## src/hdl/nnfs_pkg.sv

```systemverilog
`timescale 1ns / 1ps
package nnfs_pkg;

  localparam int DIM_W       = 11;
  localparam int COORD_W     = 10;
  localparam int PIX_W       = 16;
  localparam int POS_W       = 32;
  localparam int FRAC_W      = 16;
  localparam int STEP_W      = 27;
  localparam int INDEX_W     = 17;
  localparam int MODE_W      = 2;
  localparam int REG_INDEX_W = 3;
  localparam int QUO_W       = DIM_W + FRAC_W;
  localparam int DIV_COUNT_W = $clog2(QUO_W + 1);

  localparam int MAX_DIMENSION         = 1024;
  localparam int DEFAULT_SOURCE_PIXELS = 131072;

  localparam logic [DIM_W-1:0] RESET_SOURCE_WIDTH  = 11'd320;
  localparam logic [DIM_W-1:0] RESET_SOURCE_HEIGHT = 11'd240;
  localparam logic [DIM_W-1:0] RESET_SCREEN_WIDTH  = 11'd320;
  localparam logic [DIM_W-1:0] RESET_SCREEN_HEIGHT = 11'd240;

  localparam logic [MODE_W-1:0] MODE_NATIVE  = 2'd0;
  localparam logic [MODE_W-1:0] MODE_STRETCH = 2'd1;
  localparam logic [MODE_W-1:0] MODE_FIT     = 2'd2;
  localparam logic [MODE_W-1:0] MODE_FIT_ALT = 2'd3;

  localparam logic [MODE_W-1:0] RESET_SCALE_MODE = MODE_NATIVE;

  typedef enum logic [REG_INDEX_W-1:0] {
    REG_SOURCE_WIDTH  = 3'd0,
    REG_SOURCE_HEIGHT = 3'd1,
    REG_SCREEN_WIDTH  = 3'd2,
    REG_SCREEN_HEIGHT = 3'd3,
    REG_SCALE_MODE    = 3'd4
  } reg_index_t;

  typedef struct packed {
    logic [DIM_W-1:0]  source_width;
    logic [DIM_W-1:0]  source_height;
    logic [DIM_W-1:0]  screen_width;
    logic [DIM_W-1:0]  screen_height;
    logic [MODE_W-1:0] scale_mode;
  } cfg_regs_t;

  typedef struct packed {
    logic [DIM_W-1:0]   image_width;
    logic [DIM_W-1:0]   image_height;
    logic [COORD_W-1:0] image_left;
    logic [COORD_W-1:0] image_top;
    logic [STEP_W-1:0]  step_x;
    logic [STEP_W-1:0]  step_y;
  } geom_t;

  typedef enum logic [2:0] {
    G_IDLE,
    G_RATIO_W,
    G_RATIO_H,
    G_SIZE,
    G_STEP_X,
    G_STEP_Y,
    G_PLACE
  } geom_state_t;

  typedef enum logic [2:0] {
    P_IDLE,
    P_GEOM,
    P_MUL,
    P_ADDR,
    P_OUT
  } pix_state_t;

  function automatic logic [DIM_W-1:0] clamp_dim(input logic [DIM_W-1:0] v);
    logic [DIM_W-1:0] r;
    if (v == '0) begin
      r = DIM_W'(1);
    end else if (v > DIM_W'(MAX_DIMENSION)) begin
      r = DIM_W'(MAX_DIMENSION);
    end else begin
      r = v;
    end
    return r;
  endfunction

endpackage

```

## src/hdl/nnfs_div.sv

```systemverilog
`timescale 1ns / 1ps
module nnfs_div (
  input  logic                          clk,
  input  logic                          rst,
  input  logic                          start,
  input  logic [nnfs_pkg::QUO_W-1:0]    dividend,
  input  logic [nnfs_pkg::DIM_W-1:0]    divisor,
  output logic                          done,
  output logic [nnfs_pkg::QUO_W-1:0]    quotient
);

  logic [nnfs_pkg::QUO_W-1:0]       quo;
  logic [nnfs_pkg::DIM_W-1:0]       rem;
  logic [nnfs_pkg::DIM_W-1:0]       dvs;
  logic [nnfs_pkg::DIV_COUNT_W-1:0] count;
  logic [nnfs_pkg::DIM_W:0]         trial;
  logic [nnfs_pkg::DIM_W:0]         diff;
  logic                             fits;

  // one quotient bit per cycle, restoring
  assign trial = {rem, quo[nnfs_pkg::QUO_W-1]};
  assign diff  = trial - {1'b0, dvs};
  assign fits  = trial >= {1'b0, dvs};

  always_ff @(posedge clk) begin
    if (rst) begin
      count <= '0;
      done  <= 1'b0;
    end else begin
      done <= 1'b0;
      if (start) begin
        count <= nnfs_pkg::DIV_COUNT_W'(nnfs_pkg::QUO_W);
      end else if (count != '0) begin
        count <= count - 1'b1;
        if (count == nnfs_pkg::DIV_COUNT_W'(1)) begin
          done <= 1'b1;
        end
      end
    end
  end

  always_ff @(posedge clk) begin
    if (start) begin
      quo <= dividend;
      rem <= '0;
      dvs <= divisor;
    end else if (count != '0) begin
      quo <= {quo[nnfs_pkg::QUO_W-2:0], fits};
      rem <= fits ? diff[nnfs_pkg::DIM_W-1:0] : trial[nnfs_pkg::DIM_W-1:0];
    end
  end

  assign quotient = quo;

endmodule

```

## src/hdl/nnfs_geom.sv

```systemverilog
`timescale 1ns / 1ps
module nnfs_geom (
  input  logic                clk,
  input  logic                rst,
  input  logic                go,
  input  nnfs_pkg::cfg_regs_t regs,
  output logic                done,
  output nnfs_pkg::geom_t     geom
);

  nnfs_pkg::geom_state_t state, state_next;

  logic [nnfs_pkg::DIM_W-1:0]   cw, ch, csw, csh;
  logic [nnfs_pkg::DIM_W-1:0]   w, h, sw, sh;
  logic [nnfs_pkg::DIM_W-1:0]   nw, nh;
  logic [nnfs_pkg::QUO_W-1:0]   rw, rh;
  logic [nnfs_pkg::STEP_W-1:0]  step_x, step_y;
  logic [nnfs_pkg::COORD_W-1:0] left, top;
  logic [nnfs_pkg::DIM_W-1:0]   gap_x, gap_y;
  logic [nnfs_pkg::MODE_W-1:0]  eff_mode;
  logic                         native_fits;
  logic                         wide_fit;
  logic                         issued;
  logic                         div_need;
  logic                         div_start;
  logic                         div_done;
  logic [nnfs_pkg::QUO_W-1:0]   div_dividend;
  logic [nnfs_pkg::DIM_W-1:0]   div_divisor;
  logic [nnfs_pkg::QUO_W-1:0]   div_quotient;
  logic [nnfs_pkg::DIM_W-1:0]   size_a, size_b;
  logic [2*nnfs_pkg::DIM_W-1:0] size_prod;

  assign cw  = nnfs_pkg::clamp_dim(regs.source_width);
  assign ch  = nnfs_pkg::clamp_dim(regs.source_height);
  assign csw = nnfs_pkg::clamp_dim(regs.screen_width);
  assign csh = nnfs_pkg::clamp_dim(regs.screen_height);
  assign native_fits = (cw <= csw) && (ch <= csh);

  always_comb begin
    case (regs.scale_mode) inside
      nnfs_pkg::MODE_NATIVE: eff_mode = native_fits ? nnfs_pkg::MODE_NATIVE
                                                    : nnfs_pkg::MODE_FIT;
      nnfs_pkg::MODE_STRETCH: eff_mode = nnfs_pkg::MODE_STRETCH;
      nnfs_pkg::MODE_FIT, nnfs_pkg::MODE_FIT_ALT: eff_mode = nnfs_pkg::MODE_FIT;
      default: eff_mode = nnfs_pkg::MODE_FIT;
    endcase
  end

  // fit: wider screen ratio means height limited
  assign wide_fit  = rw > rh;
  assign size_a    = wide_fit ? w : h;
  assign size_b    = wide_fit ? sh : sw;
  assign size_prod = size_a * size_b;

  always_comb begin
    state_next = state;
    unique case (state)
      nnfs_pkg::G_IDLE: begin
        if (go) begin
          state_next = (eff_mode == nnfs_pkg::MODE_FIT) ? nnfs_pkg::G_RATIO_W
                                                        : nnfs_pkg::G_STEP_X;
        end
      end
      nnfs_pkg::G_RATIO_W: if (div_done) state_next = nnfs_pkg::G_RATIO_H;
      nnfs_pkg::G_RATIO_H: if (div_done) state_next = nnfs_pkg::G_SIZE;
      nnfs_pkg::G_SIZE:    if (div_done) state_next = nnfs_pkg::G_STEP_X;
      nnfs_pkg::G_STEP_X: begin
        if (nw == '0 || div_done) state_next = nnfs_pkg::G_STEP_Y;
      end
      nnfs_pkg::G_STEP_Y: begin
        if (nh == '0 || div_done) state_next = nnfs_pkg::G_PLACE;
      end
      nnfs_pkg::G_PLACE: state_next = nnfs_pkg::G_IDLE;
      default: state_next = nnfs_pkg::G_IDLE;
    endcase
  end

  always_comb begin
    div_need     = 1'b0;
    done         = 1'b0;
    div_dividend = '0;
    div_divisor  = nnfs_pkg::DIM_W'(1);
    unique case (state)
      nnfs_pkg::G_IDLE: begin
      end
      nnfs_pkg::G_RATIO_W: begin
        div_need     = 1'b1;
        div_dividend = {sw, nnfs_pkg::FRAC_W'(0)};
        div_divisor  = w;
      end
      nnfs_pkg::G_RATIO_H: begin
        div_need     = 1'b1;
        div_dividend = {sh, nnfs_pkg::FRAC_W'(0)};
        div_divisor  = h;
      end
      nnfs_pkg::G_SIZE: begin
        div_need     = 1'b1;
        div_dividend = nnfs_pkg::QUO_W'(size_prod);
        div_divisor  = wide_fit ? h : w;
      end
      nnfs_pkg::G_STEP_X: begin
        div_need     = nw != '0;
        div_dividend = {w, nnfs_pkg::FRAC_W'(0)};
        div_divisor  = nw;
      end
      nnfs_pkg::G_STEP_Y: begin
        div_need     = nh != '0;
        div_dividend = {h, nnfs_pkg::FRAC_W'(0)};
        div_divisor  = nh;
      end
      nnfs_pkg::G_PLACE: done = 1'b1;
      default: begin
      end
    endcase
  end

  assign div_start = div_need && !issued;

  always_ff @(posedge clk) begin
    if (rst) begin
      state  <= nnfs_pkg::G_IDLE;
      issued <= 1'b0;
    end else begin
      state <= state_next;
      if (div_done) begin
        issued <= 1'b0;
      end else if (div_start) begin
        issued <= 1'b1;
      end
    end
  end

  assign gap_x = sw - nw;
  assign gap_y = sh - nh;

  always_ff @(posedge clk) begin
    if (state == nnfs_pkg::G_IDLE && go) begin
      w  <= cw;
      h  <= ch;
      sw <= csw;
      sh <= csh;
      nw <= (eff_mode == nnfs_pkg::MODE_STRETCH) ? csw : cw;
      nh <= (eff_mode == nnfs_pkg::MODE_STRETCH) ? csh : ch;
    end
    if (div_done) begin
      case (state)
        nnfs_pkg::G_RATIO_W: rw <= div_quotient;
        nnfs_pkg::G_RATIO_H: rh <= div_quotient;
        nnfs_pkg::G_SIZE: begin
          if (wide_fit) begin
            nw <= div_quotient[nnfs_pkg::DIM_W-1:0];
            nh <= sh;
          end else begin
            nw <= sw;
            nh <= div_quotient[nnfs_pkg::DIM_W-1:0];
          end
        end
        nnfs_pkg::G_STEP_X: step_x <= div_quotient;
        nnfs_pkg::G_STEP_Y: step_y <= div_quotient;
        default: begin
        end
      endcase
    end
    if (state == nnfs_pkg::G_STEP_X && nw == '0) begin
      step_x <= '0;
    end
    if (state == nnfs_pkg::G_STEP_Y && nh == '0) begin
      step_y <= '0;
    end
    if (state == nnfs_pkg::G_PLACE) begin
      left <= gap_x[nnfs_pkg::DIM_W-1:1];
      top  <= gap_y[nnfs_pkg::DIM_W-1:1];
    end
  end

  nnfs_div u_div (
    .clk      (clk),
    .rst      (rst),
    .start    (div_start),
    .dividend (div_dividend),
    .divisor  (div_divisor),
    .done     (div_done),
    .quotient (div_quotient)
  );

  assign geom.image_width  = nw;
  assign geom.image_height = nh;
  assign geom.image_left   = left;
  assign geom.image_top    = top;
  assign geom.step_x       = step_x;
  assign geom.step_y       = step_y;

endmodule

```

## config.mk

```make
export PLATFORM = sky130hd
export DESIGN_NAME = nnfs_geom
export DESIGN_NICKNAME = d
export VERILOG_FILES = /design/src/hdl/nnfs_pkg.sv /design/src/hdl/nnfs_div.sv /design/src/hdl/nnfs_geom.sv
export SDC_FILE = /design/constraint.sdc
export NUM_CORES = 1
export LEC_CHECK = 0
export BUFFER_PORTS_ARGS = -buffer_cell sky130_fd_sc_hd__buf_2
export CORE_UTILIZATION = 30
export CTS_CLUSTER_DIAMETER = 50
export CTS_CLUSTER_SIZE = 40
export DETAILED_ROUTE_END_ITERATION = 8
export GPL_TIMING_DRIVEN = 0
export PLACE_DENSITY_LB_ADDON = 0.2
export RECOVER_POWER = 25
export SLEW_MARGIN = 0
export SYNTH_ARGS = -nofsm -noshare
export SYNTH_HDL_FRONTEND = slang
export SYNTH_SLANG_ARGS = --single-unit
```

## constraint.sdc

```tcl
create_clock -name clk -period 7.81 [get_ports clk]
set_input_delay 0 -clock clk [delete_from_list [all_inputs] [get_ports clk]]
set_output_delay 0 -clock clk [all_outputs]
set_load 0.01 [all_outputs]
```

# After elaboration in Yosys (flattened, before gate mapping)
# Index checks and enable logic that the tools add are counted.
# totals
reg_bits	253
in_bits	49
out_inout_bits	97
word_cells	121
# op_classes
add_sub_neg	4
n_mul	1
n_lt_le_gt_ge	8
eq_ne	16
n_mux	42
bitwise_logic	1
reduce_logical	29
# op_table
cell	n
two-way mux 11 bit	22
one-hot mux 27 bit (5 select lines)	1
zero test 11 bit	6
one-hot mux 11 bit (5 select lines)	1
two-way mux 27 bit	2
greater-than comparator 11 bit, second input constant	4
subtractor 11 bit	3
greater-than comparator 27 bit	1
<= comparator 11 bit	2
multiplier 11 x 11 -> 22 bit	1
nonzero test 11 bit	2
two-way mux 3 bit	7
one-hot mux 3 bit (6 select lines)	1
>= comparator 12 x 11 -> 1 bit	1
two-way mux 5 bit	2
equality test 3 bit, second input constant	3
AND reduction 2 bit	4
equality test 3 x 2 -> 1 bit, second input constant	2
two-way mux 2 bit	3
inequality test 2 x 1 -> 1 bit, second input constant	3
inequality test 2 bit, second input constant	3
AND reduction 6 bit	1
OR reduction 3 bit	2
equality test 5 x 1 -> 1 bit, second input constant	1
15 further kinds	23

# Depth between registers and ports, before layout
# logic_depth
depth_word	12
mapped_depth	31
ltp_nobuf	27

# Hierarchy
# From an unflattened synthesis, not the netlist that was laid out.
# hier_totals
hier_cells	2065
hier_area_um2	18450.2
# by_module_without_submodules
module	instances	cells_per_inst	area_each_um2	seq_area_each_um2
nnfs_geom	1	1824	15635.0	5144.9
nnfs_div	1	241	2815.2	1481.4

# Worst setup path before layout
# OpenSTA, ideal clock, no wires.
# synth_timing
kind	reg-to-reg
from	register rw[16] (netlist name)
to	register u_div.quo, in the netlist u_div.quotient[20], data pin
setup_time_ps	261
arrival_time_ps	6588
required_time_ps	7549
setup_slack_ps	961
path_stages_with_launch	28
path_buffers	4
period_less_slack_ps	6849
cell_sequence	edfxtp_1 ha_1 a211oi_1 o21ai_1 a221oi_2 o21ai_1 a22oi_2 buf_6 buf_4 buf_2 nand3_1 o21ai_0 fa_1 fa_1 fa_1 fa_1 inv_1 fa_1 inv_1 ha_1 clkbuf_2 nand3_1 or3_1 o31ai_1 nor4_1 a21oi_1 xor2_1 a221o_1
# synth_between
elab_chain_len	5
elab_cells_between_ends	6
cone_classes	mul: 1; order compare: 1; mux: 4
# synth_rtl
element	line_no	rtl
start, declared	nnfs_geom.sv:16	logic [nnfs_pkg::QUO_W-1:0] rw, rh;
start signal, assigned	nnfs_geom.sv:147	nnfs_pkg::G_RATIO_W: rw <= div_quotient;
greater-than comparator 27 bit (*)	nnfs_geom.sv:50	assign wide_fit = rw > rh;
two-way mux 11 bit (on tied branches)	nnfs_geom.sv:51, nnfs_geom.sv:52	
multiplier 11 x 11 -> 22 bit (*)	nnfs_geom.sv:53	assign size_prod = size_a * size_b;
one-hot mux 27 bit (5 select lines) (*)	nnfs_geom.sv:83	unique case (state)
two-way mux 27 bit (*)	nnfs_div.sv:43	if (start) begin
end signal, assigned	nnfs_div.sv:44	quo <= dividend;
end signal, assigned	nnfs_div.sv:48	quo <= {quo[nnfs_pkg::QUO_W-2:0], fits};
end, declared	nnfs_div.sv:12	logic [nnfs_pkg::QUO_W-1:0] quo;
# Mark *: on every way between the ends. The rest lies on a longest branch, timed or not.
# A chain may end at the register's enable or synchronous reset.

# Final worst setup path
# layout_timing
from	register rw[16] (netlist name)
to	register u_div.quo, in the netlist u_div.quotient[21], data pin
# Same word-level chain as after synthesis.

==> metrics.txt <==
# TYPE chip_impl_metric gauge
chip_impl_metric{name="comb_power_share",unit="%"} 55.0
chip_impl_metric{name="routed_wirelength",unit="µm"} 66790
chip_impl_metric{name="initial_core_util",unit="%"} 30.27
chip_impl_metric{name="finish.net_count",unit=""} 2568
chip_impl_info{name="cts.root.buffer_cell",value="clkbuf_16"} 1
chip_impl_metric{name="sequentialPowerShare",unit="%"} 27.2
chip_impl_metric{name="largest_net_degree_at_the_start_of_global_routing",unit=""} 53
chip_impl_metric{name="period_needed",unit="ns"} 7.531
chip_impl_metric{name="die-area",unit="µm²"} 61790
chip_impl_info{name="commonest_cells_in_the_synthesized_netlist",value="nand2_1, inv_1, edfxtp_1"} 1
chip_impl_info{name="hold_path_startpoint",value="regs[39]"} 1
chip_impl_metric{name="route.antenna.remaining_nets",unit=""} 0
chip_impl_metric{name="cts_max_path_buffers",unit=""} 3
chip_impl_info{name="worst-setup-path-type",value="reg2reg"} 1
chip_impl_metric{name="globalRoute.totalOverflow",unit=""} 0
chip_impl_metric{name="vias",unit=""} 16440
chip_impl_metric{name="htree_num_levels",unit=""} 1
chip_impl_metric{name="post_route_cells_drive_above_1_share",unit="%"} 10.31
chip_impl_metric{name="first_pass_detailed_route_iteration_total",unit=""} 6
chip_impl_metric{name="critical_path.max_fanout",unit=""} 10
chip_impl_metric{name="netSwitchingPower",unit="mW"} 4.006
chip_impl_metric{name="synth_warnings",unit=""} 0
chip_impl_metric{name="synthesized_netlist_net_count",unit=""} 2334
chip_impl_metric{name="slew_headroom",unit="%"} 10.50
chip_impl_metric{name="place.detailed.instances",unit=""} 2989
chip_impl_metric{name="crit_required",unit="ns"} 8.12
chip_impl_metric{name="yosysTopAreaCellShare",unit="%"} 25.68
chip_impl_metric{name="first_pass_grt_wire_length",unit="µm"} 100100
chip_impl_metric{name="clk_transition_reported_paths",unit="ns"} 0.07
chip_impl_metric{name="met3_grt_util",unit="%"} 3.706
chip_impl_info{name="reg2reg_from",value="rw[16]"} 1
chip_impl_metric{name="place_worst_setup_slack",unit="ns"} -0.4982
chip_impl_metric{name="total_leakage_power",unit="nW"} 9.134
chip_impl_metric{name="grt_usage",unit="%"} 21.05
chip_impl_metric{name="number_of_drc_markers_after_the_initial_detailed_route_iteration",unit=""} 1372
chip_impl_metric{name="num_rows",unit=""} 90
chip_impl_metric{name="met2_layer_usage_reported_by_global_route",unit="%"} 33.36
chip_impl_metric{name="critical_path_buf_inv_count",unit=""} 7
chip_impl_metric{name="max_stage_delay_on_crit_path",unit="ns"} 0.56
chip_impl_info{name="cts_tree",value="yes"} 1
chip_impl_metric{name="num-fill-cells",unit=""} 6206
chip_impl_metric{name="detailed_place.area",unit="µm²"} 19950
chip_impl_metric{name="core_box_area",unit="µm²"} 60250
chip_impl_info{name="critical-path-top-delay-family",value="adder cells"} 1
chip_impl_metric{name="synthesis.area",unit="µm²"} 18240
chip_impl_metric{name="final_area",unit="µm²"} 21810
chip_impl_metric{name="design.portCount",unit=""} 146
chip_impl_info{name="cp_slowest_cell",value="fa_1"} 1
chip_impl_metric{name="setup_viol_count_final",unit=""} 0
chip_impl_info{name="critPathLaunch",value="rw[16]"} 1
chip_impl_metric{name="avgRoutedWirePerCell",unit="µm"} 21.54
chip_impl_info{name="status",value="completed"} 1
chip_impl_metric{name="cts-buffers-inserted",unit=""} 30
chip_impl_metric{name="p_sw_share",unit="%"} 45.92
chip_impl_info{name="kind_of_start_point_of_the_critical_path",value="flop"} 1
chip_impl_metric{name="routed_via_density",unit=""} 5.301
chip_impl_metric{name="gr-usage-met1",unit="%"} 28.52
chip_impl_info{name="synth_most_common_cell",value="nand2_1"} 1
chip_impl_metric{name="route.detailed.drc",unit=""} 0
chip_impl_metric{name="transition_time_at_the_pin_with_the_least_slew_margin",unit="ns"} 1.343
chip_impl_metric{name="synth_edf_count",unit=""} 156
chip_impl_info{name="post_synth_main_area_contributors",value="edfxtp_1, dfxtp_1, ha_1"} 1
chip_impl_metric{name="pnr_worst_setup_slack",unit="ns"} 0.2786
chip_impl_metric{name="port_buffers",unit=""} 145
chip_impl_info{name="path_common_cell",value="fa_1"} 1
chip_impl_metric{name="areaGrowthSynthToFinish",unit="%"} 19.59
chip_impl_metric{name="power-per-cell-area",unit="nW/µm²"} 400.0
chip_impl_metric{name="synth_async_sr_flop_share",unit="%"} 0
chip_impl_metric{name="gp_congestion",unit=""} 0.9894
chip_impl_metric{name="max_cap_violations",unit=""} 0
chip_impl_metric{name="crit_arrival",unit="ns"} 7.85
chip_impl_info{name="grt-busiest-layer",value="met2"} 1
chip_impl_info{name="end_kind",value="flop"} 1
chip_impl_metric{name="postSynthRegisterBits",unit=""} 253
chip_impl_metric{name="cts_num_sinks",unit=""} 253
chip_impl_metric{name="maxSlewViolCount",unit=""} 0
chip_impl_metric{name="syn-mean-instance-area",unit="µm²"} 8.849
chip_impl_info{name="timing.hold.worst.class",value="in2reg"} 1
chip_impl_metric{name="final_cell_count_no_fill",unit=""} 3101
chip_impl_metric{name="power.internal",unit="mW"} 4.718
chip_impl_info{name="synth_top_area_cell",value="edfxtp_1"} 1
chip_impl_metric{name="clk_latency",unit="ns"} 0.58
chip_impl_metric{name="grt_antenna_before_repair",unit=""} 0
chip_impl_metric{name="place.detailed.hpwl",unit="µm"} 50970
chip_impl_metric{name="synth-seq-area-share",unit="%"} 36.33
chip_impl_metric{name="power.clock.fraction",unit="%"} 17.7
chip_impl_metric{name="fmax",unit="GHz"} 0.1328
chip_impl_metric{name="netlist_instances",unit=""} 2061
chip_impl_metric{name="antenna-diode-count",unit=""} 0
chip_impl_metric{name="final.setup_skew",unit="ns"} 0.02751
chip_impl_info{name="synth_top_flop_cell",value="edfxtp_1"} 1
chip_impl_metric{name="finalCritPeriodShare",unit="%"} 96.43
chip_impl_metric{name="first_global_vias",unit=""} 16350
chip_impl_metric{name="finalHoldViolations",unit=""} 0
chip_impl_metric{name="yosysUniqueCellTypes",unit=""} 64
chip_impl_metric{name="worst_ir_drop_on_vdd",unit="µV"} 213.7
chip_impl_metric{name="die-width",unit="µm"} 248.6
chip_impl_metric{name="die_height",unit="µm"} 248.6
[tightest hold or removal path, delay by kind of cell]
family | cells | cell delay, ns
compound gates | 1 | 0.07
buf+inv | 1 | 0.10
simple gates | 3 | 0.42
[timing repair]
item                       4_1_cts  5_1_grt
resized for setup                3       71
pin swaps                        1       13
hold buffers                    53        0
hold endpoints to repair        50        0
buffers inserted                 2        1
setup endpoints to repair        6        6
[kinds of logic after synthesis]
family / after synthesis / share of synthesized area [%]
compound gates: 474 / 16.10
mux: 55 / 3.018
flops: 253 / 36.33
buf+inv: 343 / 7.532
fa+ha+maj: 224 / 18.78
simple gates: 674 / 16.41
xor+xnor: 38 / 1.825
[worst paths after layout]
path	to	slack, ns	depth (start not counted)
setup / recovery	u_div.quotient[21]	0.28	27
hold / removal	nw[4]	0.07	5
setup reg to reg	u_div.quotient[21]	0.28	27
hold reg to reg	step_y[4]	0.45	2
[power groups by stage]
stage          Sequential [mW]  Clock [mW]  Combinational, mW
2_1_floorplan             2.13           0               3.34
3_5_place_dp              2.38           0               4.62
3_3_place_gp              2.38           0               4.58
4_1_cts                   2.36        1.57               4.68
5_1_grt                   2.40        1.62               5.39
6_report                  2.38        1.55               4.80
[metrics by stage]
step                      util [%]  TNS (ns)  power [mW]  hold WS [ns]
after floorplan                  -         0       5.477        0.1606
after global placement       33.10    -1.662       6.966        0.3184
after detailed placement     33.12    -1.607       6.999        0.3125
after CTS                    35.89         0       8.614       0.03123
after global routing         36.20   -0.1529       9.407       0.07811
final                        36.20         0       8.725       0.06806
[state kept, by name, indices dropped and copies added, names as in the netlist, 11 cells and up]
| register | flops |
|---|---|
| h | 11 |
| step_y | 27 |
| nw | 11 |
| u_div.dvs | 11 |
| u_div.rem | 11 |
| u_div.quotient | 27 |
| w | 11 |
| rw | 27 |
| sh | 11 |
| rh | 27 |
| nh | 11 |
| sw | 11 |
| step_x | 27 |
[area by class of cell]
| cell class | count | area (µm²) | share of cell area (%) |
|---|---|---|---|
| plain buffers | 134 | 675.6 | 3.098 |
| clock buffers | 32 | 789.5 | 3.620 |
| clock inverters | 24 | 324.1 | 1.486 |
| inverters | 209 | 785.8 | 3.603 |
| multi-input cells | 1465 | 10390 | 47.65 |
| flip-flops and latches | 253 | 6626 | 30.38 |
| well taps | 782 | 978.4 | 4.486 |
| repair buffers | 202 | 1237 | 5.673 |
[layer usage]
layer / part of all wire (%) / wire length, µm
met1: 45 / 29770
met2: 44 / 29230
met3: 7.6 / 5069
met4: 4.1 / 2715
met5: 0 / 0
[cells in the final DEF (no fill, tap or decap), drive strengths merged, types with 13 or more instances in the layout]
cell / instances
nand2: 312
inv: 215
clkbuf: 173
edfxtp: 156
buf: 142
ha: 141
a21oi: 128
nor2: 126
o21ai: 124
dfxtp: 97
nand3: 92
fa: 83
a31oi: 63
mux2i: 55
dlygate4sd3: 53
a211oi: 34
nor2b: 30
xnor2: 28
nor3: 27
a21o: 23
a22oi: 21
nor4: 17
nand4: 16
a22o: 13
Power figures use the tool's default switching activity.
